===== src/design/sensor_frame_crc_check_convert_assert.svh =====
// assertion macros for the sensor frame checker
`ifndef SENSOR_FRAME_CRC_CHECK_CONVERT_ASSERT_SVH
`define SENSOR_FRAME_CRC_CHECK_CONVERT_ASSERT_SVH
`ifndef SYNTHESIS
// same-cycle implication, checked from the end of reset
`define SFC_ASSERT_SAME(label, clk, rst_n, ante, cons) \
	label: assert property (@(posedge clk) disable iff (!rst_n) (ante) |-> (cons)) \
		else $error("sfc assertion failed");
// next-cycle implication, checked from the end of reset
`define SFC_ASSERT_NEXT(label, clk, rst_n, ante, cons) \
	label: assert property (@(posedge clk) disable iff (!rst_n) (ante) |=> (cons)) \
		else $error("sfc assertion failed");
`else
`define SFC_ASSERT_SAME(label, clk, rst_n, ante, cons)
`define SFC_ASSERT_NEXT(label, clk, rst_n, ante, cons)
`endif
`endif


===== src/design/sfc_pkg.sv =====
// shared types, constants and the crc step for the sensor frame checker
`default_nettype none
package sfc_pkg;

	localparam logic [7:0]  CRC_POLY    = 8'h31;
	localparam logic [15:0] STATUS_MASK = 16'hFFFC;
	localparam logic [14:0] TEMP_GAIN   = 15'd17572;
	localparam logic [14:0] TEMP_OFFSET = 15'd4685;
	localparam logic [14:0] HUM_GAIN    = 15'd12500;
	localparam logic [14:0] HUM_OFFSET  = 15'd600;
	localparam logic        KIND_TEMP   = 1'b0;

	// position of the next word within a frame
	typedef enum logic [1:0] {
		POS_MSB,
		POS_LSB,
		POS_CRC
	} sfc_pos_t;

	// checked frame waiting for conversion
	typedef struct packed {
		logic        crc_ok;
		logic [15:0] raw;
		logic        kind;
	} sfc_item_t;

	// frame tracker status seen by the top level checks
	typedef struct packed {
		sfc_pos_t pos;
		logic     valid;
	} sfc_frame_stat_t;

	// crc-8, msb first, one full byte folded in
	function automatic logic [7:0] crc8_fold(input logic [7:0] crc, input logic [7:0] b);
		logic [7:0] c;
		c = crc ^ b;
		for (int i = 0; i < 8; i++) begin
			if (c[7]) begin
				c = {c[6:0], 1'b0} ^ CRC_POLY;
			end else begin
				c = {c[6:0], 1'b0};
			end
		end
		return c;
	endfunction

endpackage
`default_nettype wire


===== src/design/sfc_frame.sv =====
// frame tracker: byte position, running crc, and the checked-frame register
`default_nettype none
module sfc_frame (
	input  wire logic                    clk,
	input  wire logic                    arst_n,
	input  wire logic [7:0]              rx_byte,
	input  wire logic                    frame_start,
	input  wire logic                    kind,
	input  wire logic                    byte_valid,
	output logic                         byte_stall,
	input  wire logic                    next_ready,
	output sfc_pkg::sfc_item_t           item_s1,
	output logic                         valid_s1,
	output sfc_pkg::sfc_frame_stat_t     stat
);

	sfc_pkg::sfc_pos_t pos_q;
	sfc_pkg::sfc_pos_t pos_eff;
	sfc_pkg::sfc_pos_t pos_next;
	logic [7:0]        crc_q;
	logic [7:0]        crc_base;
	logic [7:0]        crc_new;
	logic [7:0]        high_q;
	logic [7:0]        low_q;
	logic              accept;
	logic              ready;
	logic              last_word;

	// handshake: room when the frame register is empty or moves on
	assign ready      = !valid_s1 || next_ready;
	assign byte_stall = !ready;
	assign accept     = byte_valid && ready;

	// effective position, a start mark forces the msb slot
	always_comb begin
		pos_eff = frame_start ? sfc_pkg::POS_MSB : pos_q;
	end

	// next position
	always_comb begin
		unique case (pos_eff)
			sfc_pkg::POS_LSB: pos_next = sfc_pkg::POS_CRC;
			sfc_pkg::POS_CRC: pos_next = sfc_pkg::POS_MSB;
			default:          pos_next = sfc_pkg::POS_LSB;
		endcase
	end

	// crc fold and checksum detection
	always_comb begin
		last_word = (pos_eff == sfc_pkg::POS_CRC);
		crc_base  = (pos_eff == sfc_pkg::POS_LSB) ? crc_q : 8'h00;
		crc_new   = sfc_pkg::crc8_fold(crc_base, rx_byte);
	end

	// position and crc state
	always_ff @(posedge clk or negedge arst_n) begin
		if (!arst_n) begin
			pos_q  <= sfc_pkg::POS_MSB;
			crc_q  <= 8'h00;
			high_q <= 8'h00;
			low_q  <= 8'h00;
		end else if (accept) begin
			pos_q <= pos_next;
			if (last_word) begin
				crc_q <= 8'h00;
			end else begin
				crc_q <= crc_new;
			end
			if (pos_eff == sfc_pkg::POS_LSB) begin
				low_q <= rx_byte;
			end else if (!last_word) begin
				high_q <= rx_byte;
			end
		end
	end

	// checked frame register
	always_ff @(posedge clk or negedge arst_n) begin
		if (!arst_n) begin
			valid_s1 <= 1'b0;
		end else if (accept && last_word) begin
			valid_s1 <= 1'b1;
		end else if (next_ready) begin
			valid_s1 <= 1'b0;
		end
	end

	always_ff @(posedge clk) begin
		if (accept && last_word) begin
			item_s1.crc_ok <= (crc_q == rx_byte);
			item_s1.raw    <= {high_q, low_q} & sfc_pkg::STATUS_MASK;
			item_s1.kind   <= kind;
		end
	end

	assign stat.pos   = pos_q;
	assign stat.valid = valid_s1;

endmodule
`default_nettype wire


===== src/design/sfc_scale.sv =====
// scaler: gain multiply, then offset and truncation into the result register
`default_nettype none
module sfc_scale (
	input  wire logic                clk,
	input  wire logic                arst_n,
	input  wire sfc_pkg::sfc_item_t  item_s1,
	input  wire logic                valid_s1,
	output logic                     s2_ready,
	output logic                     valid_s2,
	output logic                     result_valid,
	input  wire logic                result_stall,
	output logic                     crc_ok,
	output logic [15:0]              raw_count,
	output logic signed [14:0]       scaled_value,
	output logic                     kind_out
);

	logic [14:0]        gain;
	logic [30:0]        prod_s2;
	sfc_pkg::sfc_item_t item_s2;
	logic               out_ready;
	logic [14:0]        offset;
	logic [14:0]        whole;
	logic               frac;
	logic signed [15:0] diff;
	logic signed [15:0] trunc;
	logic               result_valid_q;
	logic               crc_ok_q;
	logic [15:0]        raw_q;
	logic [14:0]        scaled_q;
	logic               kind_q;

	// stage handshakes
	assign out_ready = !result_valid_q || !result_stall;
	assign s2_ready  = !valid_s2 || out_ready;

	// gain by kind
	always_comb begin
		gain = (item_s1.kind == sfc_pkg::KIND_TEMP) ? sfc_pkg::TEMP_GAIN : sfc_pkg::HUM_GAIN;
	end

	// product stage
	always_ff @(posedge clk or negedge arst_n) begin
		if (!arst_n) begin
			valid_s2 <= 1'b0;
		end else if (s2_ready) begin
			valid_s2 <= valid_s1;
		end
	end

	always_ff @(posedge clk) begin
		if (s2_ready && valid_s1) begin
			prod_s2 <= 31'(item_s1.raw) * 31'(gain);
			item_s2 <= item_s1;
		end
	end

	// drop the 1/65536 scale, subtract offset, truncate toward zero
	always_comb begin
		offset = (item_s2.kind == sfc_pkg::KIND_TEMP) ? sfc_pkg::TEMP_OFFSET
		                                              : sfc_pkg::HUM_OFFSET;
		whole  = prod_s2[30:16];
		frac   = |prod_s2[15:0];
		diff   = $signed({1'b0, whole}) - $signed({1'b0, offset});
		trunc  = (diff < 0 && frac) ? diff + 16'sd1 : diff;
	end

	// result register
	always_ff @(posedge clk or negedge arst_n) begin
		if (!arst_n) begin
			result_valid_q <= 1'b0;
		end else if (out_ready) begin
			result_valid_q <= valid_s2;
		end
	end

	always_ff @(posedge clk) begin
		if (out_ready && valid_s2) begin
			crc_ok_q <= item_s2.crc_ok;
			raw_q    <= item_s2.raw;
			scaled_q <= trunc[14:0];
			kind_q   <= item_s2.kind;
		end
	end

	assign result_valid = result_valid_q;
	assign crc_ok       = crc_ok_q;
	assign raw_count    = raw_q;
	assign scaled_value = $signed(scaled_q);
	assign kind_out     = kind_q;

endmodule
`default_nettype wire


===== src/design/sensor_frame_crc_check_convert.sv =====
// top level of the sensor frame crc checker and converter
`default_nettype none
`include "sensor_frame_crc_check_convert_assert.svh"
// Takes a sensor measurement frame as three words (msb, lsb, crc-8 checksum,
// poly 0x31, init 0) and on the checksum word gives one result: crc_ok, the
// count with its two status bits cleared, the value in hundredths of a degree C
// or of a percent RH (truncated toward zero) and the kind given with the
// checksum word. frame_start marks an msb word and resynchronises; unmarked
// frames may follow back to back. One word is taken every clock cycle while
// byte_stall is low; after its checksum word is taken, a result passes the
// frame register, the multiply stage and the result register, and the stall
// of the result side reaches the input only once all three stages hold data.
module sensor_frame_crc_check_convert (
	input  wire logic               clk,
	input  wire logic               arst_n,
	input  wire logic               byte_valid,
	output logic                    byte_stall,
	input  wire logic [7:0]         rx_byte,
	input  wire logic               frame_start,
	input  wire logic               kind,
	output logic                    result_valid,
	input  wire logic               result_stall,
	output logic                    crc_ok,
	output logic [15:0]             raw_count,
	output logic signed [14:0]      scaled_value,
	output logic                    kind_out
);

	sfc_pkg::sfc_item_t       item_s1;
	logic                     valid_s1;
	logic                     s2_ready;
	logic                     valid_s2;
	sfc_pkg::sfc_frame_stat_t stat;

	// frame tracking and crc check
	sfc_frame u_frame (
		.clk         (clk),
		.arst_n      (arst_n),
		.rx_byte     (rx_byte),
		.frame_start (frame_start),
		.kind        (kind),
		.byte_valid  (byte_valid),
		.byte_stall  (byte_stall),
		.next_ready  (s2_ready),
		.item_s1     (item_s1),
		.valid_s1    (valid_s1),
		.stat        (stat)
	);

	// conversion into fixed point
	sfc_scale u_scale (
		.clk          (clk),
		.arst_n       (arst_n),
		.item_s1      (item_s1),
		.valid_s1     (valid_s1),
		.s2_ready     (s2_ready),
		.valid_s2     (valid_s2),
		.result_valid (result_valid),
		.result_stall (result_stall),
		.crc_ok       (crc_ok),
		.raw_count    (raw_count),
		.scaled_value (scaled_value),
		.kind_out     (kind_out)
	);

	// a start-marked word always leaves the tracker waiting for the lsb
	`SFC_ASSERT_NEXT(a_start_pos, clk, arst_n, byte_valid && !byte_stall && frame_start, stat.pos == sfc_pkg::POS_LSB)
	// a taken checksum word always fills the frame register
	`SFC_ASSERT_NEXT(a_crc_fills, clk, arst_n, byte_valid && !byte_stall && !frame_start && stat.pos == sfc_pkg::POS_CRC, stat.valid)
	// a full pipe behind a stalled result never loses the product stage
	`SFC_ASSERT_NEXT(a_s2_held, clk, arst_n, valid_s2 && result_valid && result_stall, valid_s2)
	// the input only stalls when every stage is occupied
	`SFC_ASSERT_SAME(a_stall_full, clk, arst_n, byte_stall, valid_s1 && valid_s2 && result_valid)

endmodule
`default_nettype wire

===== config.mk =====
export PLATFORM = sky130hd
export DESIGN_NAME = sensor_frame_crc_check_convert
export DESIGN_NICKNAME = d
export VERILOG_FILES = /design/src/design/sfc_pkg.sv /design/src/design/sfc_frame.sv /design/src/design/sfc_scale.sv /design/src/design/sensor_frame_crc_check_convert.sv
export VERILOG_INCLUDE_DIRS = /design/src /design/src/design
export SDC_FILE = /design/constraint.sdc
export NUM_CORES = 1
export LEC_CHECK = 0
export ABC_AREA = 1
export BUFFER_PORTS_ARGS = -buffer_cell sky130_fd_sc_hd__buf_2
export CAP_MARGIN = 20
export CORE_MARGIN = 1
export CORE_UTILIZATION = 51
export CTS_BUF_LIST = sky130_fd_sc_hd__clkbuf_16
export DETAILED_ROUTE_END_ITERATION = 6
export PLACE_DENSITY = 0.68
export SYNTH_ARGS = -nofsm -noshare
export SYNTH_HDL_FRONTEND = slang
export SYNTH_HIERARCHICAL = 1
export SYNTH_SLANG_ARGS = --single-unit
export TNS_END_PERCENT = 30

===== constraint.sdc =====
create_clock -name clk -period 14.4 [get_ports clk]
set_input_delay 0.72 -clock clk [delete_from_list [all_inputs] [get_ports clk]]
set_output_delay 0.72 -clock clk [all_outputs]
set_load 0.02 [all_outputs]

== Yosys cells after proc, flatten, opt, wreduce, memory -nomap -nowiden ==
Cells that the tools add are included.

* Bitwise operators: 11
* Magnitude comparators: 1
* $mul: 1
* Reductions and logical operators: 17
* Equality and inequality tests: 3
* Add/sub/neg operators: 2
* Divide/modulo/power cells: 0
* Shift-type cells: 0
* Multiplexer cells: 17

{| class="wikitable"
|+ Operators with widths
! cell !! count
|-
| 6-bit two-way mux || 8
|-
| 15-bit two-way mux || 2
|-
| 14-bit by 15-bit multiplier with 29-bit output || 1
|-
| 3-bit NOT || 8
|-
| 16-bit by 1-bit < comparator with 1-bit output (second input constant) || 1
|-
| 8-bit two-way mux || 2
|-
| 15-bit by 13-bit subtractor with 16-bit output || 1
|-
| 15-bit by 2-bit adder with 15-bit output (second input constant) || 1
|-
| 14-bit OR reduction || 1
|-
| 13-bit two-way mux || 1
|-
| 8-bit == test || 1
|-
| 8-bit bitwise XOR || 1
|-
| 1-bit logical AND || 5
|-
| 1-bit zero test || 5
|-
| 2-bit one-hot mux with 2 select lines || 1
|-
| 1-bit logical OR || 3
|-
| 3-bit AND reduction || 1
|-
| 2-bit by 1-bit == test with 1-bit output (second input constant) || 1
|-
| 2-bit == test (second input constant) || 1
|-
| 1-bit two-way mux || 2
|-
| 2-bit two-way mux || 1
|-
| 1-bit NOT || 2
|-
| 2-bit AND reduction || 1
|-
| 2-bit nonzero test || 1
|}

* Latch bits: 0
* Memories: 0
* Bits in read-only memories: 0
* Register bits: 121
* Output and inout bits: 35
* Bits in writable memories: 0

== Logic depth before layout (Yosys ltp) ==
* Depth after elaboration: 21
* Depth in mapped cells: 24
* Mapped depth without buffers: 23

== Hierarchy ==
The synthesis kept the hierarchy.

{| class="wikitable"
|+ By module, submodules not included
! module !! cells each !! area each (µm²) !! times used !! seq. area each (µm²)
|-
| sfc_scale || 877 || 8,361.8 || 1 || 2,392.3
|-
| sfc_frame || 243 || 2,137.0 || 1 || 1,106.1
|}

== Worst setup path after synthesis ==
OpenSTA, ideal clock, no wires.

* Path type: register -> register
* Start point: register, netlist name u_frame/item_s1[0]
* End point: register u_scale.prod_s2[30] (data pin)
* Library setup time: 0.261 ns
* Cell stages (with the launch flop): 22
* Path slack: 9.128 ns
* Required time: 14.139 ns
* Data arrival time: 5.011 ns
* Cell sequence: edfxtp_1 > clkbuf_1 > clkbuf_1 > nor2_1 > nor2_1 > inv_1 > ha_1 > fa_1 > inv_1 > fa_1 > fa_1 > inv_1 > fa_1 > ha_1 > ha_1 > a21oi_1 > o21ai_0 > a21oi_1 > o21ai_2 > nand3b_1 > nand2_1 > xor2_1

* Cells in the longest elaborated chain, start to end: 2

{| class="wikitable"
|+ Ends and longest elaborated chain
! what !! RTL line !! text
|-
| 15-bit two-way mux || sfc_scale.sv:39 || <nowiki>gain = (item_s1.kind == sfc_pkg::KIND_TEMP) ? sfc_pkg::TEMP_GAIN : sfc_pkg::HUM_GAIN;</nowiki>
|-
| 14-bit by 15-bit multiplier with 29-bit output || sfc_scale.sv:53 || <nowiki>prod_s2 <= 31'(item_s1.raw) * 31'(gain);</nowiki>
|-
| end signal: assignment || sfc_scale.sv:53 ||
|-
| end: declaration || sfc_scale.sv:19 || <nowiki>logic [30:0] prod_s2;</nowiki>
|}

Every way passes these cells.
A chain may end at the register's enable or synchronous reset.

== Worst setup path after layout ==
* Start point: register, netlist name u_frame/item_s1[8]
* End point: register u_scale.prod_s2[27] (data pin)

* Cells in the longest elaborated chain, start to end: 1

{| class="wikitable"
|+ Ends and longest elaborated chain
! what !! RTL line
|-
| 14-bit by 15-bit multiplier with 29-bit output || sfc_scale.sv:53
|}

Every way passes these cells.

==> results.sh <==
export IMPL_status="finished, final reports clean"
export IMPL_fmax_mhz=183
export IMPL_rsz0062_at_grt="no"
export IMPL_cts_tree="done"
export IMPL_detail_route_antenna_nets=0
export IMPL_dr_pass1_iters=5
export IMPL_dieArea_um2=21100
export IMPL_root_buffer="clkbuf_16"
export IMPL_grt_pass1_wl_um=35100
export IMPL_min_period_over_period_pct=38.0
export IMPL_cts_resized=0
export IMPL_worst_slew_pin_slew_ns=1.06
export IMPL_cp_common_cell="inv_1"
export IMPL_grtUsageTotal_pct=21.2
export IMPL_pwr_share_seq_pct=29.2
export IMPL_cellLeakagePower_nw=5.93
export IMPL_endpoint_kind="flop"
export IMPL_drt_iter0_markers=384
export IMPL_finalSetupTns_ns=0
export IMPL_clk_insertion_delay_late_ns=0.43
export IMPL_antenna_found_initial=0
export IMPL_cp_start_kind="flop"
export IMPL_worstPathCellList="inv_1 > nor2_1 > nor2_1 > inv_1 > ha_1 > fa_1 > inv_1 > fa_1 > fa_1 > inv_1 > fa_1 > ha_1 > ha_1 > nand2_1 > inv_1 > a21oi_1 > o21ai_0 > a21oi_1 > nand3_1 > xor2_1"
export IMPL_p_comb_share_pct=44.7
export IMPL_finalClockSkew_ns=0.00948
export IMPL_numClockSinks=121
export IMPL_power_density_nw_per_um2=136
export IMPL_final_hold_violation_count=0
export IMPL_crit_required_ns=14.58
export IMPL_grt_max_degree=46
export IMPL_hold_path_class="primary input to asynchronous set/reset pin"
export IMPL_path_max_fanout=4
export IMPL_fin_nets=1408
export IMPL_vias=7346
export IMPL_row_count=52
export IMPL_arrival_ns=5.64
export IMPL_finalPower_mw=1.58
export IMPL_postCtsHoldBufs=0
export IMPL_critPathSlowestCell="fa_1"
export IMPL_final_cells=1470
export IMPL_crit_type="flop to flop"
export IMPL_core_area_um2=20200
export IMPL_p_sw_share_pct=40.2
export IMPL_grt_pass1_vias=7411
export IMPL_synthCells=1119
export IMPL_initial_utilization_pct=52.0
export IMPL_areaGrowthSynthToFinish_pct=11.0
export IMPL_fin_crit_ns=5.46
export IMPL_post_route_cells_drive_above_1_share_pct=14.1
export IMPL_cpLargestDelayFamily="adder cells"
export IMPL_place_congestion=0.883
export IMPL_cts_htree_levels=4
export IMPL_placed_cells=1437
export IMPL_p_int_mw=0.945
export IMPL_yosys_warnings=6
export IMPL_maxSlewHeadroom_pct=29.5
export IMPL_drv_slew=0
export IMPL_ir_drop_mv=0.0869
export IMPL_drc=0
export IMPL_io_pins=49
export IMPL_grt_overflow_total=0
export IMPL_die_x_um=145
export IMPL_viasPerCell=5.00
export IMPL_finalSetupViolCount=0
export IMPL_die_y_um=145
export IMPL_path_clk_slew_ns=0.06
export IMPL_cpPeakStageDelay_ns=0.55
export IMPL_maxCapViolCount=0
export IMPL_synth_cell_area_um2=10500
export IMPL_dp_hpwl_um=17400
export IMPL_switchingPower_mw=0.635
export IMPL_cts_buffer_depth=2
export IMPL_avgSynthCellArea_um2=9.38
export IMPL_routed_wirelength_um=21400
export IMPL_cts_inserted_buffers=17
export IMPL_antennaDiodeCount=0
export IMPL_portBuffers=48
export IMPL_critPathBufInv=5
export IMPL_power_frac_clock_pct=26.1
export IMPL_wl_per_cell_um=14.6
export IMPL_post_cts_repair_setup_buffers=0
-- state kept, by name, indices dropped and copies added (netlist names), 2 cells and up --
name	cells
u_scale/prod_s2	29
u_frame/low_q	6
u_frame/item_s1	16
u_frame/pos_q	2
u_frame/crc_q	8
u_scale/scaled_value	15
u_scale/raw_count	16
u_scale/item_s2	16
u_frame/high_q	8
-- cell usage in the layout (no fill, tap or decap), types with 4 or more instances in the layout --
cell	n
nand2_2	33
xor2_1	34
edfxtp_1	94
nand4_1	8
nor2_1	76
nor2_4	5
a21oi_1	25
inv_1	197
dfrtp_1	27
o21ai_2	4
inv_6	5
fa_1	77
nand3_2	7
inv_2	13
nor2_2	9
nand2_1	202
clkbuf_16	17
ha_1	130
nand3_1	53
buf_2	48
nor3_1	5
conb_1	19
o21ai_0	41
a21o_1	5
nand2_4	7
nand3b_1	4
xnor2_1	10
-- worst reg2reg max path: stages, from the launching register on --
cell and delay [ns]:
edfxtp_1 0.46, inv_1 0.21, nor2_1 0.11, nor2_1 0.26
inv_1 0.08, ha_1 0.30, fa_1 0.53, inv_1 0.05
fa_1 0.50, fa_1 0.55, inv_1 0.05, fa_1 0.47
ha_1 0.31, ha_1 0.37, nand2_1 0.18, inv_1 0.05
a21oi_1 0.23, o21ai_0 0.10, a21oi_1 0.16, nand3_1 0.11
xor2_1 0.15
-- metal layers --
layer,up-vias,GRT usage [%],wire (um)
met1,3453,25.8,9500
li1,3714,-,-
met5,-,0,0
met4,0,9.16,575
met2,140,37.3,10700
met3,39,3.29,662
-- stage by stage --
stage / instance area [um^2] / setup slack (ns) / util, % / hold slack [ns]
after CTS: 11600 / 8.29 / 57.6 / 0.319
after floorplan: 10600 / 9.13 / - / 0.400
final: 11600 / 8.94 / 57.7 / 0.301
after detailed placement: 11100 / 8.30 / 54.8 / 0.407
after global placement: 11100 / 8.33 / 54.8 / 0.404
after global routing: 11600 / 8.65 / 57.7 / 0.363
-- power groups by stage --
stage                     sequential (mW)  clock, mW  combinational [mW]
after floorplan                     0.466          0               0.543
after global placement              0.468          0               0.694
after detailed placement            0.468          0               0.700
after CTS                           0.461      0.423               0.711
after global routing                0.464      0.433               0.808
final                               0.461      0.412               0.707
-- final cells by class --
type                       count  area [um^2]
multi-input combinational    783         6160
clock inverter                15          140
fill                        1837         8520
inverter                     213          802
timing repair buffer          51          283
tap                          270          338
sequential                   121         3500
clock buffer                  17          425
-- path summary, 6_finish.rpt --
kind | slack (ns) | to | startpoint | cells past startpoint
max | 8.94 | u_scale/prod_s2[27] | u_frame/item_s1[8] | 20
min | 0.30 | u_frame/crc_q[1] | arst_n | 1
max reg2reg | 8.94 | u_scale/prod_s2[27] | u_frame/item_s1[8] | 20
min reg2reg | 0.42 | u_scale/raw_count[11] | u_scale/item_s2[12] | 0
max in group asynchronous | 13.69 | u_frame/high_q[7] | arst_n | 1
min in group clk | 0.42 | u_scale/raw_count[11] | u_scale/item_s2[12] | 0
Power figures use the tool's default switching activity.
